### src/design/mmd_pkg.sv
// Shared definitions for the min/max decimator: field widths, parameter
// defaults, register indexes and the flush request handed to the sweep unit.
// No dependencies.
package mmd_pkg;

	localparam int MAX_CHANNELS_DEF = 64;
	localparam int SAMPLE_BITS_DEF  = 16;

	localparam int CHANNEL_W   = 6;
	localparam int PIXEL_W     = 16;
	localparam int COUNT_W     = 7;
	localparam int CFG_INDEX_W = 2;
	localparam int CFG_DATA_W  = 16;

	localparam logic [COUNT_W-1:0] CHANNEL_COUNT_RST    = 7'd1;
	localparam logic [PIXEL_W-1:0] DECIMATION_RST       = 16'd1;
	localparam logic [PIXEL_W-1:0] PIXELS_PER_FRAME_RST = 16'd512;

	typedef enum logic [CFG_INDEX_W-1:0] {
		REG_CHANNEL_COUNT    = 2'd0,
		REG_DECIMATION       = 2'd1,
		REG_PIXELS_PER_FRAME = 2'd2
	} cfg_reg_t;

	// One flush of results: which pixel they carry and whether it is partial.
	typedef struct packed {
		logic               start;
		logic               partial;
		logic [PIXEL_W-1:0] pixel;
	} sweep_req_t;

endpackage

### src/design/mmd_mem.sv
// Min/max store: one write port, one read port, registered read data.
// Depends on nothing; widths come from the instantiating module.
module mmd_mem #(
	parameter int DEPTH  = 64,
	parameter int ADDR_W = 6,
	parameter int DATA_W = 32
) (
	input  logic              clk,
	input  logic              we,
	input  logic [ADDR_W-1:0] waddr,
	input  logic [DATA_W-1:0] wdata,
	input  logic              re,
	input  logic [ADDR_W-1:0] raddr,
	output logic [DATA_W-1:0] rdata
);

	logic [DATA_W-1:0] mem [DEPTH];
	logic [DATA_W-1:0] rdata_q;

	always_ff @(posedge clk) begin
		if (we) begin
			mem[waddr] <= wdata;
		end
		if (re) begin
			rdata_q <= mem[raddr];
		end
	end

	assign rdata = rdata_q;

endmodule

### src/design/mmd_sweep.sv
// Result sweep: walks channels 0..last through the store's read port and
// drives the result channel through an output register.
// Depends on mmd_pkg.
module mmd_sweep #(
	parameter int CH_W        = 6,
	parameter int SAMPLE_BITS = mmd_pkg::SAMPLE_BITS_DEF
) (
	input  logic                         clk,
	input  logic                         arst_n,
	input  mmd_pkg::sweep_req_t          req,
	input  logic [CH_W-1:0]              req_last_ch,
	output logic                         busy,
	output logic                         rd_en,
	output logic [CH_W-1:0]              rd_addr,
	input  logic [2*SAMPLE_BITS-1:0]     rd_data,
	output logic                         out_valid,
	input  logic                         out_stall,
	output logic [mmd_pkg::CHANNEL_W-1:0] channel,
	output logic [mmd_pkg::PIXEL_W-1:0]  pixel,
	output logic [SAMPLE_BITS-1:0]       min_value,
	output logic [SAMPLE_BITS-1:0]       max_value,
	output logic                         partial,
	output logic                         last
);

	logic                        active_q;
	logic [CH_W-1:0]             addr_q;
	logic [CH_W-1:0]             last_ch_q;
	logic [mmd_pkg::PIXEL_W-1:0] pixel_q;
	logic                        partial_q;
	logic                        pending_q;
	logic [CH_W-1:0]             pend_ch_q;
	logic                        pend_last_q;
	logic                        out_valid_q;

	logic [mmd_pkg::CHANNEL_W-1:0] channel_q;
	logic [mmd_pkg::PIXEL_W-1:0]   pixel_out_q;
	logic [SAMPLE_BITS-1:0]        min_q;
	logic [SAMPLE_BITS-1:0]        max_q;
	logic                          partial_out_q;
	logic                          last_q;

	logic move;
	logic issue;

	// Read data moves to the output when the output slot frees up; a new
	// read may only go out once the read register is empty or being emptied.
	assign move  = pending_q && (!out_valid_q || !out_stall);
	assign issue = active_q && (!pending_q || move);

	assign busy    = active_q || pending_q;
	assign rd_en   = issue;
	assign rd_addr = addr_q;

	always_ff @(posedge clk or negedge arst_n) begin
		if (!arst_n) begin
			active_q    <= 1'b0;
			pending_q   <= 1'b0;
			out_valid_q <= 1'b0;
		end else begin
			if (req.start) begin
				active_q <= 1'b1;
			end else if (issue && addr_q == last_ch_q) begin
				active_q <= 1'b0;
			end
			if (issue) begin
				pending_q <= 1'b1;
			end else if (move) begin
				pending_q <= 1'b0;
			end
			if (move) begin
				out_valid_q <= 1'b1;
			end else if (!out_stall) begin
				out_valid_q <= 1'b0;
			end
		end
	end

	always_ff @(posedge clk) begin
		if (req.start) begin
			addr_q    <= '0;
			last_ch_q <= req_last_ch;
			pixel_q   <= req.pixel;
			partial_q <= req.partial;
		end else if (issue) begin
			addr_q <= addr_q + 1'b1;
		end
		if (issue) begin
			pend_ch_q   <= addr_q;
			pend_last_q <= (addr_q == last_ch_q);
		end
		if (move) begin
			channel_q     <= (mmd_pkg::CHANNEL_W)'(pend_ch_q);
			pixel_out_q   <= pixel_q;
			min_q         <= rd_data[2*SAMPLE_BITS-1:SAMPLE_BITS];
			max_q         <= rd_data[SAMPLE_BITS-1:0];
			partial_out_q <= partial_q;
			last_q        <= pend_last_q;
		end
	end

	assign out_valid = out_valid_q;
	assign channel   = channel_q;
	assign pixel     = pixel_out_q;
	assign min_value = min_q;
	assign max_value = max_q;
	assign partial   = partial_out_q;
	assign last      = last_q;

endmodule

### src/design/multichannel_minmax_decimator.sv
// Multichannel min/max decimator: scan counters, read-modify-write of the
// per-channel min/max store, and the result sweep on window close or end.
// Depends on mmd_pkg, mmd_mem and mmd_sweep.
// Throughput: one sample per cycle while in_stall is low; a sample that closes a
// window or ends the acquisition stalls input until the sweep has passed on all
// its results, which it reads one entry a cycle while out_stall does not hold it.
// A flush passes stage 1, then the sweep's read register and output register.
// Reset clears counters, configuration and valid flags, not the min/max store.
module multichannel_minmax_decimator #(
	parameter int MAX_CHANNELS = mmd_pkg::MAX_CHANNELS_DEF,
	parameter int SAMPLE_BITS  = mmd_pkg::SAMPLE_BITS_DEF
) (
	input  logic                              clk,
	input  logic                              arst_n,
	input  logic                              in_valid,
	output logic                              in_stall,
	input  logic signed [SAMPLE_BITS-1:0]     sample,
	input  logic                              end_of_acquisition,
	output logic                              out_valid,
	input  logic                              out_stall,
	output logic [mmd_pkg::CHANNEL_W-1:0]     channel,
	output logic [mmd_pkg::PIXEL_W-1:0]       pixel,
	output logic signed [SAMPLE_BITS-1:0]     min_value,
	output logic signed [SAMPLE_BITS-1:0]     max_value,
	output logic                              partial,
	output logic                              last,
	input  logic                              cfg_valid,
	output logic                              cfg_ready,
	input  logic [mmd_pkg::CFG_INDEX_W-1:0]   cfg_index,
	input  logic [mmd_pkg::CFG_DATA_W-1:0]    cfg_data
);

	localparam int CH_W = (MAX_CHANNELS > 1) ? $clog2(MAX_CHANNELS) : 1;
	localparam int PW   = mmd_pkg::PIXEL_W;

	// configuration
	logic [mmd_pkg::COUNT_W-1:0] chan_cnt_q;
	logic [PW-1:0]               dec_q;
	logic [PW-1:0]               ppf_q;

	// scan state
	logic [CH_W-1:0] pos_q;
	logic [PW-1:0]   scan_q;
	logic [PW-1:0]   pixel_q;

	// stage 1: read-modify-write
	logic                          valid_s1;
	logic [CH_W-1:0]               ch_s1;
	logic signed [SAMPLE_BITS-1:0] sample_s1;
	logic                          first_s1;
	mmd_pkg::sweep_req_t           req_s1;
	logic [CH_W-1:0]               last_ch_s1;

	logic                          fwd_q;
	logic signed [SAMPLE_BITS-1:0] fwd_min_q;
	logic signed [SAMPLE_BITS-1:0] fwd_max_q;

	logic                 accept;
	logic [CH_W-1:0]      last_ch;
	logic [CH_W-1:0]      ch;
	logic                 at_end;
	logic [PW:0]          scan_inc;
	logic [PW:0]          pixel_inc;
	logic [PW-1:0]        dec_eff;
	logic [PW-1:0]        ppf_eff;
	logic                 close;
	mmd_pkg::sweep_req_t  req_d;
	logic [CH_W-1:0]      req_last_d;

	logic [2*SAMPLE_BITS-1:0]      rd_data;
	logic signed [SAMPLE_BITS-1:0] old_min;
	logic signed [SAMPLE_BITS-1:0] old_max;
	logic signed [SAMPLE_BITS-1:0] new_min;
	logic signed [SAMPLE_BITS-1:0] new_max;

	logic            sw_busy;
	logic            sw_rd_en;
	logic [CH_W-1:0] sw_rd_addr;
	logic            mem_re;
	logic [CH_W-1:0] mem_raddr;
	mmd_pkg::sweep_req_t sw_req;

	assign cfg_ready = 1'b1;

	always_ff @(posedge clk or negedge arst_n) begin
		if (!arst_n) begin
			chan_cnt_q <= mmd_pkg::CHANNEL_COUNT_RST;
			dec_q      <= mmd_pkg::DECIMATION_RST;
			ppf_q      <= mmd_pkg::PIXELS_PER_FRAME_RST;
		end else if (cfg_valid && cfg_ready) begin
			unique case (mmd_pkg::cfg_reg_t'(cfg_index))
				mmd_pkg::REG_CHANNEL_COUNT:    chan_cnt_q <= cfg_data[mmd_pkg::COUNT_W-1:0];
				mmd_pkg::REG_DECIMATION:       dec_q      <= cfg_data;
				mmd_pkg::REG_PIXELS_PER_FRAME: ppf_q      <= cfg_data;
				default: ;
			endcase
		end
	end

	// Zero counts act as one; too many channels saturate.
	always_comb begin
		if (chan_cnt_q == '0) begin
			last_ch = '0;
		end else if (32'(chan_cnt_q) > 32'(MAX_CHANNELS)) begin
			last_ch = CH_W'(MAX_CHANNELS - 1);
		end else begin
			last_ch = CH_W'(chan_cnt_q - 7'd1);
		end
	end

	assign dec_eff   = (dec_q == '0) ? PW'(1) : dec_q;
	assign ppf_eff   = (ppf_q == '0) ? PW'(1) : ppf_q;
	assign ch        = (pos_q > last_ch) ? last_ch : pos_q;
	assign at_end    = (ch == last_ch);
	assign scan_inc  = {1'b0, scan_q} + 1'b1;
	assign pixel_inc = {1'b0, pixel_q} + 1'b1;
	assign close     = at_end && (scan_inc >= {1'b0, dec_eff});

	// A full close flushes every channel; a partial flush covers all channels
	// once the window holds a whole scan, otherwise only those seen so far.
	always_comb begin
		req_d.start   = close || end_of_acquisition;
		req_d.partial = !close;
		req_d.pixel   = pixel_q;
		if (close || at_end || scan_q != '0) begin
			req_last_d = last_ch;
		end else begin
			req_last_d = ch;
		end
	end

	assign in_stall = (valid_s1 && req_s1.start) || sw_busy;
	assign accept   = in_valid && !in_stall;

	always_ff @(posedge clk or negedge arst_n) begin
		if (!arst_n) begin
			pos_q    <= '0;
			scan_q   <= '0;
			pixel_q  <= '0;
			valid_s1 <= 1'b0;
			req_s1   <= '0;
			fwd_q    <= 1'b0;
		end else begin
			valid_s1 <= accept;
			fwd_q    <= accept && valid_s1 && (ch == ch_s1);
			if (accept) begin
				req_s1 <= req_d;
				if (end_of_acquisition) begin
					pos_q   <= '0;
					scan_q  <= '0;
					pixel_q <= '0;
				end else begin
					pos_q <= at_end ? '0 : ch + 1'b1;
					if (at_end) begin
						scan_q <= close ? '0 : scan_inc[PW-1:0];
					end
					if (close) begin
						pixel_q <= (pixel_inc >= {1'b0, ppf_eff}) ? '0 : pixel_inc[PW-1:0];
					end
				end
			end else begin
				req_s1.start <= 1'b0;
			end
		end
	end

	always_ff @(posedge clk) begin
		if (accept) begin
			ch_s1      <= ch;
			sample_s1  <= sample;
			first_s1   <= (scan_q == '0);
			last_ch_s1 <= req_last_d;
		end
		fwd_min_q <= new_min;
		fwd_max_q <= new_max;
	end

	// Take the previous beat's result when it wrote the same channel.
	assign old_min = fwd_q ? fwd_min_q : rd_data[2*SAMPLE_BITS-1:SAMPLE_BITS];
	assign old_max = fwd_q ? fwd_max_q : rd_data[SAMPLE_BITS-1:0];
	assign new_min = (first_s1 || sample_s1 < old_min) ? sample_s1 : old_min;
	assign new_max = (first_s1 || sample_s1 > old_max) ? sample_s1 : old_max;

	assign mem_re    = accept || sw_rd_en;
	assign mem_raddr = sw_rd_en ? sw_rd_addr : ch;

	mmd_mem #(
		.DEPTH  (MAX_CHANNELS),
		.ADDR_W (CH_W),
		.DATA_W (2*SAMPLE_BITS)
	) u_mem (
		.clk   (clk),
		.we    (valid_s1),
		.waddr (ch_s1),
		.wdata ({new_min, new_max}),
		.re    (mem_re),
		.raddr (mem_raddr),
		.rdata (rd_data)
	);

	always_comb begin
		sw_req       = req_s1;
		sw_req.start = valid_s1 && req_s1.start;
	end

	mmd_sweep #(
		.CH_W        (CH_W),
		.SAMPLE_BITS (SAMPLE_BITS)
	) u_sweep (
		.clk         (clk),
		.arst_n      (arst_n),
		.req         (sw_req),
		.req_last_ch (last_ch_s1),
		.busy        (sw_busy),
		.rd_en       (sw_rd_en),
		.rd_addr     (sw_rd_addr),
		.rd_data     (rd_data),
		.out_valid   (out_valid),
		.out_stall   (out_stall),
		.channel     (channel),
		.pixel       (pixel),
		.min_value   (min_value),
		.max_value   (max_value),
		.partial     (partial),
		.last        (last)
	);

endmodule
### config.mk
export PLATFORM = sky130hd
export DESIGN_NAME = multichannel_minmax_decimator
export DESIGN_NICKNAME = d
export VERILOG_FILES = /design/src/design/mmd_pkg.sv /design/src/design/mmd_mem.sv /design/src/design/mmd_sweep.sv /design/src/design/multichannel_minmax_decimator.sv
export SDC_FILE = /design/constraint.sdc
export NUM_CORES = 2
export LEC_CHECK = 0
export BUFFER_PORTS_ARGS = -buffer_cell sky130_fd_sc_hd__buf_4
export CAP_MARGIN = 5
export CORE_ASPECT_RATIO = 0.7
export CORE_MARGIN = 1
export CORE_UTILIZATION = 28
export CTS_CLUSTER_DIAMETER = 200
export DETAILED_ROUTE_END_ITERATION = 16
export HOLD_SLACK_MARGIN = 0.05
export PLACE_DENSITY = 0.44
export SLEW_MARGIN = 0
export SYNTH_ARGS = -nofsm -noshare
export SYNTH_HDL_FRONTEND = slang
export SYNTH_SLANG_ARGS = --single-unit
### constraint.sdc
create_clock -name clk -period 6 [get_ports clk]
set_input_delay 1.2 -clock clk [delete_from_list [all_inputs] [get_ports clk]]
set_output_delay 1.2 -clock clk [all_outputs]
set_load 0.01 [all_outputs]
After elaboration in Yosys (flattened, before gate mapping)
Memories as Yosys holds them, arrays and structs flattened. A register that Yosys moved wholly into a read port is not among the register bits.
Index checks and enable logic that the tools add are counted.
- flip-flop bits (word level): 253
- latch bits: 0
- bits in writable memories: 2048
- ROM bits: 0
- input port bits: 40
- logic and storage cells: 116
- memories: 1
- memory list (memory ; words ; width ; rd ports ; clocked after memory_dff ; wr ports ; line ; text):
    u_mem.mem ; 64 ; 32 ; 1 ; 1 ; 1 ; mmd_mem.sv:17 ; logic [DATA_W-1:0] mem [DEPTH];
- add/sub/neg operators: 5
- $mul: 0
- divide/modulo/power cells: 0
- order comparisons: 6
- equality and inequality tests: 6
- shift-type cells: 0
- muxes and demuxes: 28
- bitwise operators: 0
- reduce and logical (&&, ||, !) cells: 38
- operators with widths (operator ; number):
    $mux W16 ; 12
    $logic_not A16 Y1 ; 3
    $mux W6 ; 7
    $add A16 B1 Y17 const B ; 2
    $ge A17 B16 Y1 ; 2
    $eq A6 B6 Y1 ; 3
    $gt A16 B16 Y1 ; 1
    $lt A16 B16 Y1 ; 1
    $reduce_bool A16 Y1 ; 1
    $add A6 B1 Y6 const B ; 2
    $logic_or A1 B1 Y1 ; 10
    $reduce_and A2 Y1 ; 5
    $mux W1 ; 9
    $logic_and A1 B1 Y1 ; 8
    $reduce_bool A2 Y1 ; 4
    $gt A7 B7 Y1 const B ; 1
    $logic_not A7 Y1 ; 1
    $gt A6 B6 Y1 ; 1
    $sub A6 B1 Y6 const B ; 1
    $logic_not A1 Y1 ; 5
    $eq A2 B1 Y1 const B ; 1
    $eq A2 B2 Y1 const B ; 1
    $logic_not A2 Y1 ; 1
    $ne A2 B1 Y1 const B ; 1

Longest topological paths before layout
- depth in word-level cells: 10
- depth in mapped cells: 22

By module
Synthesis repeated with hierarchy kept, for this count alone.
- cell total of the unflattened synthesis: 4367
- area total of the unflattened synthesis: 91117.4 um^2
- by module, submodules not included (module ; times used ; cells an instance ; area an instance (um^2) ; sequential area each (um^2)):
    mmd_mem ; 1 ; 3324 ; 78835.6 ; 62459.9
    multichannel_minmax_decimator ; 1 ; 902 ; 9211.3 ; 3942.5
    mmd_sweep ; 1 ; 141 ; 3070.4 ; 2777.7

Least setup slack after synthesis
No wires, ideal clock.
- path type: register -> register
- start: register fwd_q
- end: memory u_mem.mem[0][10] (data pin)
- setup time: 0.567 ns
- data arrival time: 5.438 ns
- required time: 5.433 ns
- slack: -0.005 ns
- cell stages (with the launch flop): 16
- cell sequence: dfrtp_1 clkbuf_1 clkbuf_1 mux2i_1 ha_1 nor2b_1 o21a_1 o21a_1 o21ai_0 nand2b_1 a21oi_1 o21ai_1 a221o_1 a21oi_1 buf_2 mux2i_1
- word-level cells in the longest chain between the ends: 4
- RTL lines (what ; line ; text):
    start, declared ; multichannel_minmax_decimator.sv:54 ; logic fwd_q;
    start signal, assigned ; multichannel_minmax_decimator.sv:145 ; fwd_q <= accept && valid_s1 && (ch == ch_s1);
    $mux W16 (*) ; multichannel_minmax_decimator.sv:180 ; assign old_max = fwd_q ? fwd_max_q : rd_data[SAMPLE_BITS-1:0];
    $gt A16 B16 Y1 ; multichannel_minmax_decimator.sv:182 ; assign new_max = (first_s1 || sample_s1 > old_max) ? sample_s1 : old_max;
    $logic_or A1 B1 Y1 ; multichannel_minmax_decimator.sv:182 ;
    $mux W16 (*) ; multichannel_minmax_decimator.sv:182 ;
    via new_max[10] ; multichannel_minmax_decimator.sv:74 ; logic signed [SAMPLE_BITS-1:0] new_max;
    end, declared ; mmd_mem.sv:17 ;
Mark *: on every way through the listed nets, which the timed path passes. The rest lies on a longest branch.

Final worst setup path
- start: register chan_cnt_q[0] in the netlist's numbering
- end: register u_mem.rdata_q[1], in the netlist u_mem.rdata[1] (read register of u_mem.mem) (data pin)
- word-level cells in the longest chain between the ends: 6
- RTL lines (what ; line ; text):
    start, declared ; multichannel_minmax_decimator.sv:37 ; logic [mmd_pkg::COUNT_W-1:0] chan_cnt_q;
    start signal, assigned ; multichannel_minmax_decimator.sv:87 ; chan_cnt_q <= mmd_pkg::CHANNEL_COUNT_RST;
    start signal, assigned ; multichannel_minmax_decimator.sv:92 ; mmd_pkg::REG_CHANNEL_COUNT: chan_cnt_q <= cfg_data[mmd_pkg::COUNT_W-1:0];
    $sub A6 B1 Y6 / $gt A7 B7 Y1 (equally long branches) ; multichannel_minmax_decimator.sv:107, multichannel_minmax_decimator.sv:104 ;
    $mux W6 ; multichannel_minmax_decimator.sv:104 ; end else if (32'(chan_cnt_q) > 32'(MAX_CHANNELS)) begin
    $mux W6 (*) ; multichannel_minmax_decimator.sv:102 ; if (chan_cnt_q == '0) begin
    $gt A6 B6 Y1 ; multichannel_minmax_decimator.sv:113 ; assign ch = (pos_q > last_ch) ? last_ch : pos_q;
    $mux W6 (*) ; multichannel_minmax_decimator.sv:113 ;
    $mux W6 (*) ; multichannel_minmax_decimator.sv:185 ; assign mem_raddr = sw_rd_en ? sw_rd_addr : ch;
    end, declared ; mmd_mem.sv:18 ; logic [DATA_W-1:0] rdata_q;
Every way passes the cells marked *; elsewhere a longest branch is shown, timed or not.
A chain may end at the register's enable or synchronous reset.

==> results <==
- The count of final max-slew check failures is 0.
- The final hold violation count is 0.
- Ranked by instance count, the synthesized netlist is headed by edfxtp_1, mux2i_1, buf_2.
- The clock passes through at most 4 buffers.
- Counting flops with a built-in enable in the synthesized netlist gives 2195.
- Along the worst path, the maximum fanout reaches 14.
- The top cell type's share of synthesized area is 0.682.
- Measured against the total synthesized area, the mux share comes to 0.219.
- The congestion estimate from routability-driven global placement came to 0.767.
- The element type at the critical path start is a flop.
- Power comes to 61.2 mW.
- The overall fraction of global-route tracks in use is 0.156.
- From bottom edge to top edge, the die measures 494 um.
- In this run, the number of DRC markers left after iteration 0 of detailed routing was 4314.
- TritonCTS created 228 clock buffers.
- The total number of nets in the final design is 5894.
- Of the total synthesized cell area, the portion taken by full adders, half adders and majority gates is 0.00984.
- STA classifies the critical path endpoint as a flop.
- The share of the synthesized area in compound gates (AO/OA/AOI/OAI) is 0.0111.
- The simple-gate area share of the yosys netlist is 0.0184.
- The initial antenna violation count is 19.
- The tightest hold margin is 0.419 ns.
- For the worst-skew pair, the clock arrives at the later sink with an insertion delay of 0.91 ns.
- The maximum operating frequency is 175 MHz.
- The leading register cell type out of synthesis is edfxtp_1.
- The worst setup slack for register-to-register paths is 0.29 ns.
- Entering global routing, the biggest net connects 75 pins.
- The non-filler instance count after layout is 10518.
- After floorplanning, the core was sized to cover 0.343 mm^2.
- Setup repair after global routing could not meet its margin everywhere.
- Ranked by total cell area, the synthesized netlist is headed by edfxtp_1, mux2i_1, dfrtp_1.
- By area, the combinational part of the netlist is dominated by multiplexers.
- In this run the power density over the cells is 543 mW/mm^2.
- The area of the die is 0.348 mm^2.
- Of all cell types, the one taking the most synthesized area is edfxtp_1.
- Measured against its own limit, the worst slew margin works out to 0.203.
- The first-pass GRT wire length is 387 mm.
- The register with the most flip-flops is u_mem.mem.
- The count of different cell masters after synthesis is 75.
- The detailed-route vias per instance is 4.65.
- The worst path meets setup with 0.287 ns of slack.
- The worst setup path is of the flop to flop kind.
- The cell at the root of the clock tree is clkbuf_16.
- For the final database, setup skew stands at 0.0482 ns.
- The synthesized flop and latch total is 2333.
- The total via count after detailed routing is 48958.
- The clock transition at the register clock pins on the worst setup and hold paths after CTS is 0.06 ns.
- The post-detailed-placement half-perimeter wirelength is 167 mm.
- The placed cell count is 10095.
- Hold repair after CTS inserted 0 buffers.
- The critical path arrival is 6.44 ns.
- The most numerous cell in the Yosys netlist is edfxtp_1.
- The flip-flop count of the largest register, all copies and words added is 2048.
- The antenna violation net count after detailed routing is 0.
- At the end of the flow the core is filled with cells to 0.328.
- The share of the cycle needed by the critical path after routing is 0.952.
- After synthesis the cells add up to 0.0967 mm^2.
- The detail-routed net length per standard cell is 26.5 um.
- For this run, the register share of the synthesized area comes to 0.716.
- After layout, the minimum clock period comes to 5.71 ns.
- The first TritonRoute pass finished after 5 iterations.
- The H-tree was split into 4 levels.
- The final setup violation count is 0.
- VDD sags by at most 0.000326 V.
- The fraction of synthesis flops using an asynchronous set or reset pin is 0.0429.
- For this design, the sink count on the clock tree is 2333.
- The mean cell area of the mapped netlist is 17.8 um^2.
- The initial utilization of the core area, before any placement, comes to 0.281.
- Of the cells placed in the final design, the portion with a size suffix greater than 1 is 0.150.
- The leakage power of the design is 42.3 nW.
- The path type of the worst min-delay path is flop to flop.
- Buffers placed on the I/O ports in this run total 97.
- Wires add up to 278 mm.
- The post-synthesis net count is 5541.
- For this design the top-level I/O count stands at 99.
- The TritonCTS clock tree is done.
- Yosys printed 0 warnings.
- The synthesized-area fraction occupied by xor and xnor cells is 0.00471.
- Counting every instance in the synthesized netlist gives 5425.
- The run finished with clean final reports.
- In this run the horizontal extent of the chip is 704 um.
- The post-synthesis to final-layout area growth is 16.5%.
- Summed over all layers, the global routing overflow is 0.
- For this run, design rule violations remaining after detail routing come to 0.
- The placement row count is 180.
- The slew at the pin closest to its max-slew limit is 1.19 ns.
- The placement-stage worst setup slack is -0.413 ns.
- The max capacitance violation total is 0.
- The via count of the first global-routing pass is 48600.
- The data required time of the worst path is 6.72 ns.
==> critical path, stage by stage, from the launching register on <==
cell and delay (ns):
dfstp_2 0.60, inv_1 0.10, ha_1 0.25, nor3b_1 0.16, xnor2_1 0.19, and2_1 0.20
nor2_1 0.20, inv_1 0.08, ha_1 0.31, and4_1 0.24, and3_1 0.21, a31oi_2 0.23
buf_4 0.23, mux2i_2 0.11, o21ai_4 0.26, buf_12 0.20, buf_12 0.17, buf_12 0.18
buf_4 0.26, mux2i_1 0.22, mux2i_1 0.12, mux2i_1 0.52, mux2i_1 0.24, mux2i_1 0.20
==> cell families (layout without fill, tap and decap cells) <==
kind of cell,Yosys count,count (layout)
flops,2333,2333
buf+inv,338,871
fa+ha+maj,76,76
other cells,1,11
compound gates,161,161
simple gates,371,371
mux,2093,2093
xor+xnor,52,52
==> what timing repair did <==
action	in CTS	in global routing
cloned	0	2
gates resized for setup	3	19
pin swaps	0	1
setup buffers	0	1
endpoints found under the setup margin	1	11
==> area by class of cell <==
class | count | area, um^2
well taps | 4550 | 5690
flip-flops and latches | 2333 | 69200
diodes | 10 | 25.0
clock buffers | 287 | 6000
inverters | 75 | 282
clock inverters | 123 | 1210
repair buffers | 386 | 3710
multi-input cells | 2754 | 26500
fillers | 32764 | 231000
==> path summary, 6_finish.rpt <==
check | startpoint | end | cells after the start
worst max-delay path | chan_cnt_q[0] | u_mem.rdata[1] | 23
worst min-delay path | last_ch_s1[0] | u_sweep.last_ch_q[0] | 0
worst max register to register | chan_cnt_q[0] | u_mem.rdata[1] | 23
worst min register to register | last_ch_s1[0] | u_sweep.last_ch_q[0] | 0
max in group asynchronous | arst_n | dec_q[0] | 2
min in group asynchronous | arst_n | req_s1[0] | 1
==> power breakdown <==
group | internal, mW | total (mW) | leakage (nW) | switching (mW)
Combinational | 10.1 | 25.2 | 17.4 | 15.1
Clock | 8.04 | 14.3 | 3.52 | 6.24
Sequential | 21.0 | 21.7 | 21.4 | 0.727
Total | 39.1 | 61.2 | 42.3 | 22.1
==> metal layers <==
| layer | vias to the layer above | track usage | share of wire |
|---|---|---|---|
| met5 | - | 0 | 0 |
| met4 | 0 | 0.0272 | 0.016 |
| met3 | 281 | 0.0214 | 0.044 |
| met2 | 1003 | 0.230 | 0.43 |
| met1 | 25795 | 0.244 | 0.51 |
| li1 | 21879 | - | - |
==> placed cells by master, fill, tap and decap left out, types with 8 or more instances in the layout <==
cell type / synthesis / routed
a21o_1: 14 / 13
a21oi_1: 32 / 31
a22o_1: 10 / 10
and3_1: 14 / 14
buf_12: 6 / 51
buf_4: 51 / 323
bufinv_16: 0 / 23
clkbuf_1: 41 / 54
clkbuf_16: 0 / 232
clkinv_1: 0 / 41
clkinv_2: 0 / 43
clkinvlp_4: 0 / 8
dfrtp_1: 97 / 96
dfxtp_1: 38 / 38
diode_2: 0 / 10
edfxtp_1: 2195 / 2195
ha_1: 76 / 76
inv_1: 73 / 72
mux2_2: 40 / 40
mux2i_1: 2036 / 1995
mux2i_2: 1 / 9
mux2i_4: 0 / 33
mux4_2: 16 / 16
nand2_1: 108 / 107
nand2b_1: 24 / 24
nand3_1: 31 / 31
nand4_1: 18 / 18
nor2_1: 101 / 39
nor2_4: 0 / 62
nor2b_1: 17 / 17
nor3_1: 14 / 12
nor4_1: 12 / 12
o21a_1: 14 / 13
o21ai_0: 20 / 20
o21ai_1: 32 / 29
xnor2_1: 26 / 26
xor2_1: 26 / 26
==> through the flow <==
| stage | cell area [um^2] | setup TNS [ns] |
|---|---|---|
| floorplan | 96700 | -3.20 |
| global placement | 105000 | -0.458 |
| detailed placement | 105000 | -0.413 |
| CTS | 112000 | 0 |
| global route | 113000 | -0.0177 |
| finish | 113000 | 0 |
(Power assumes the default switching activity.)
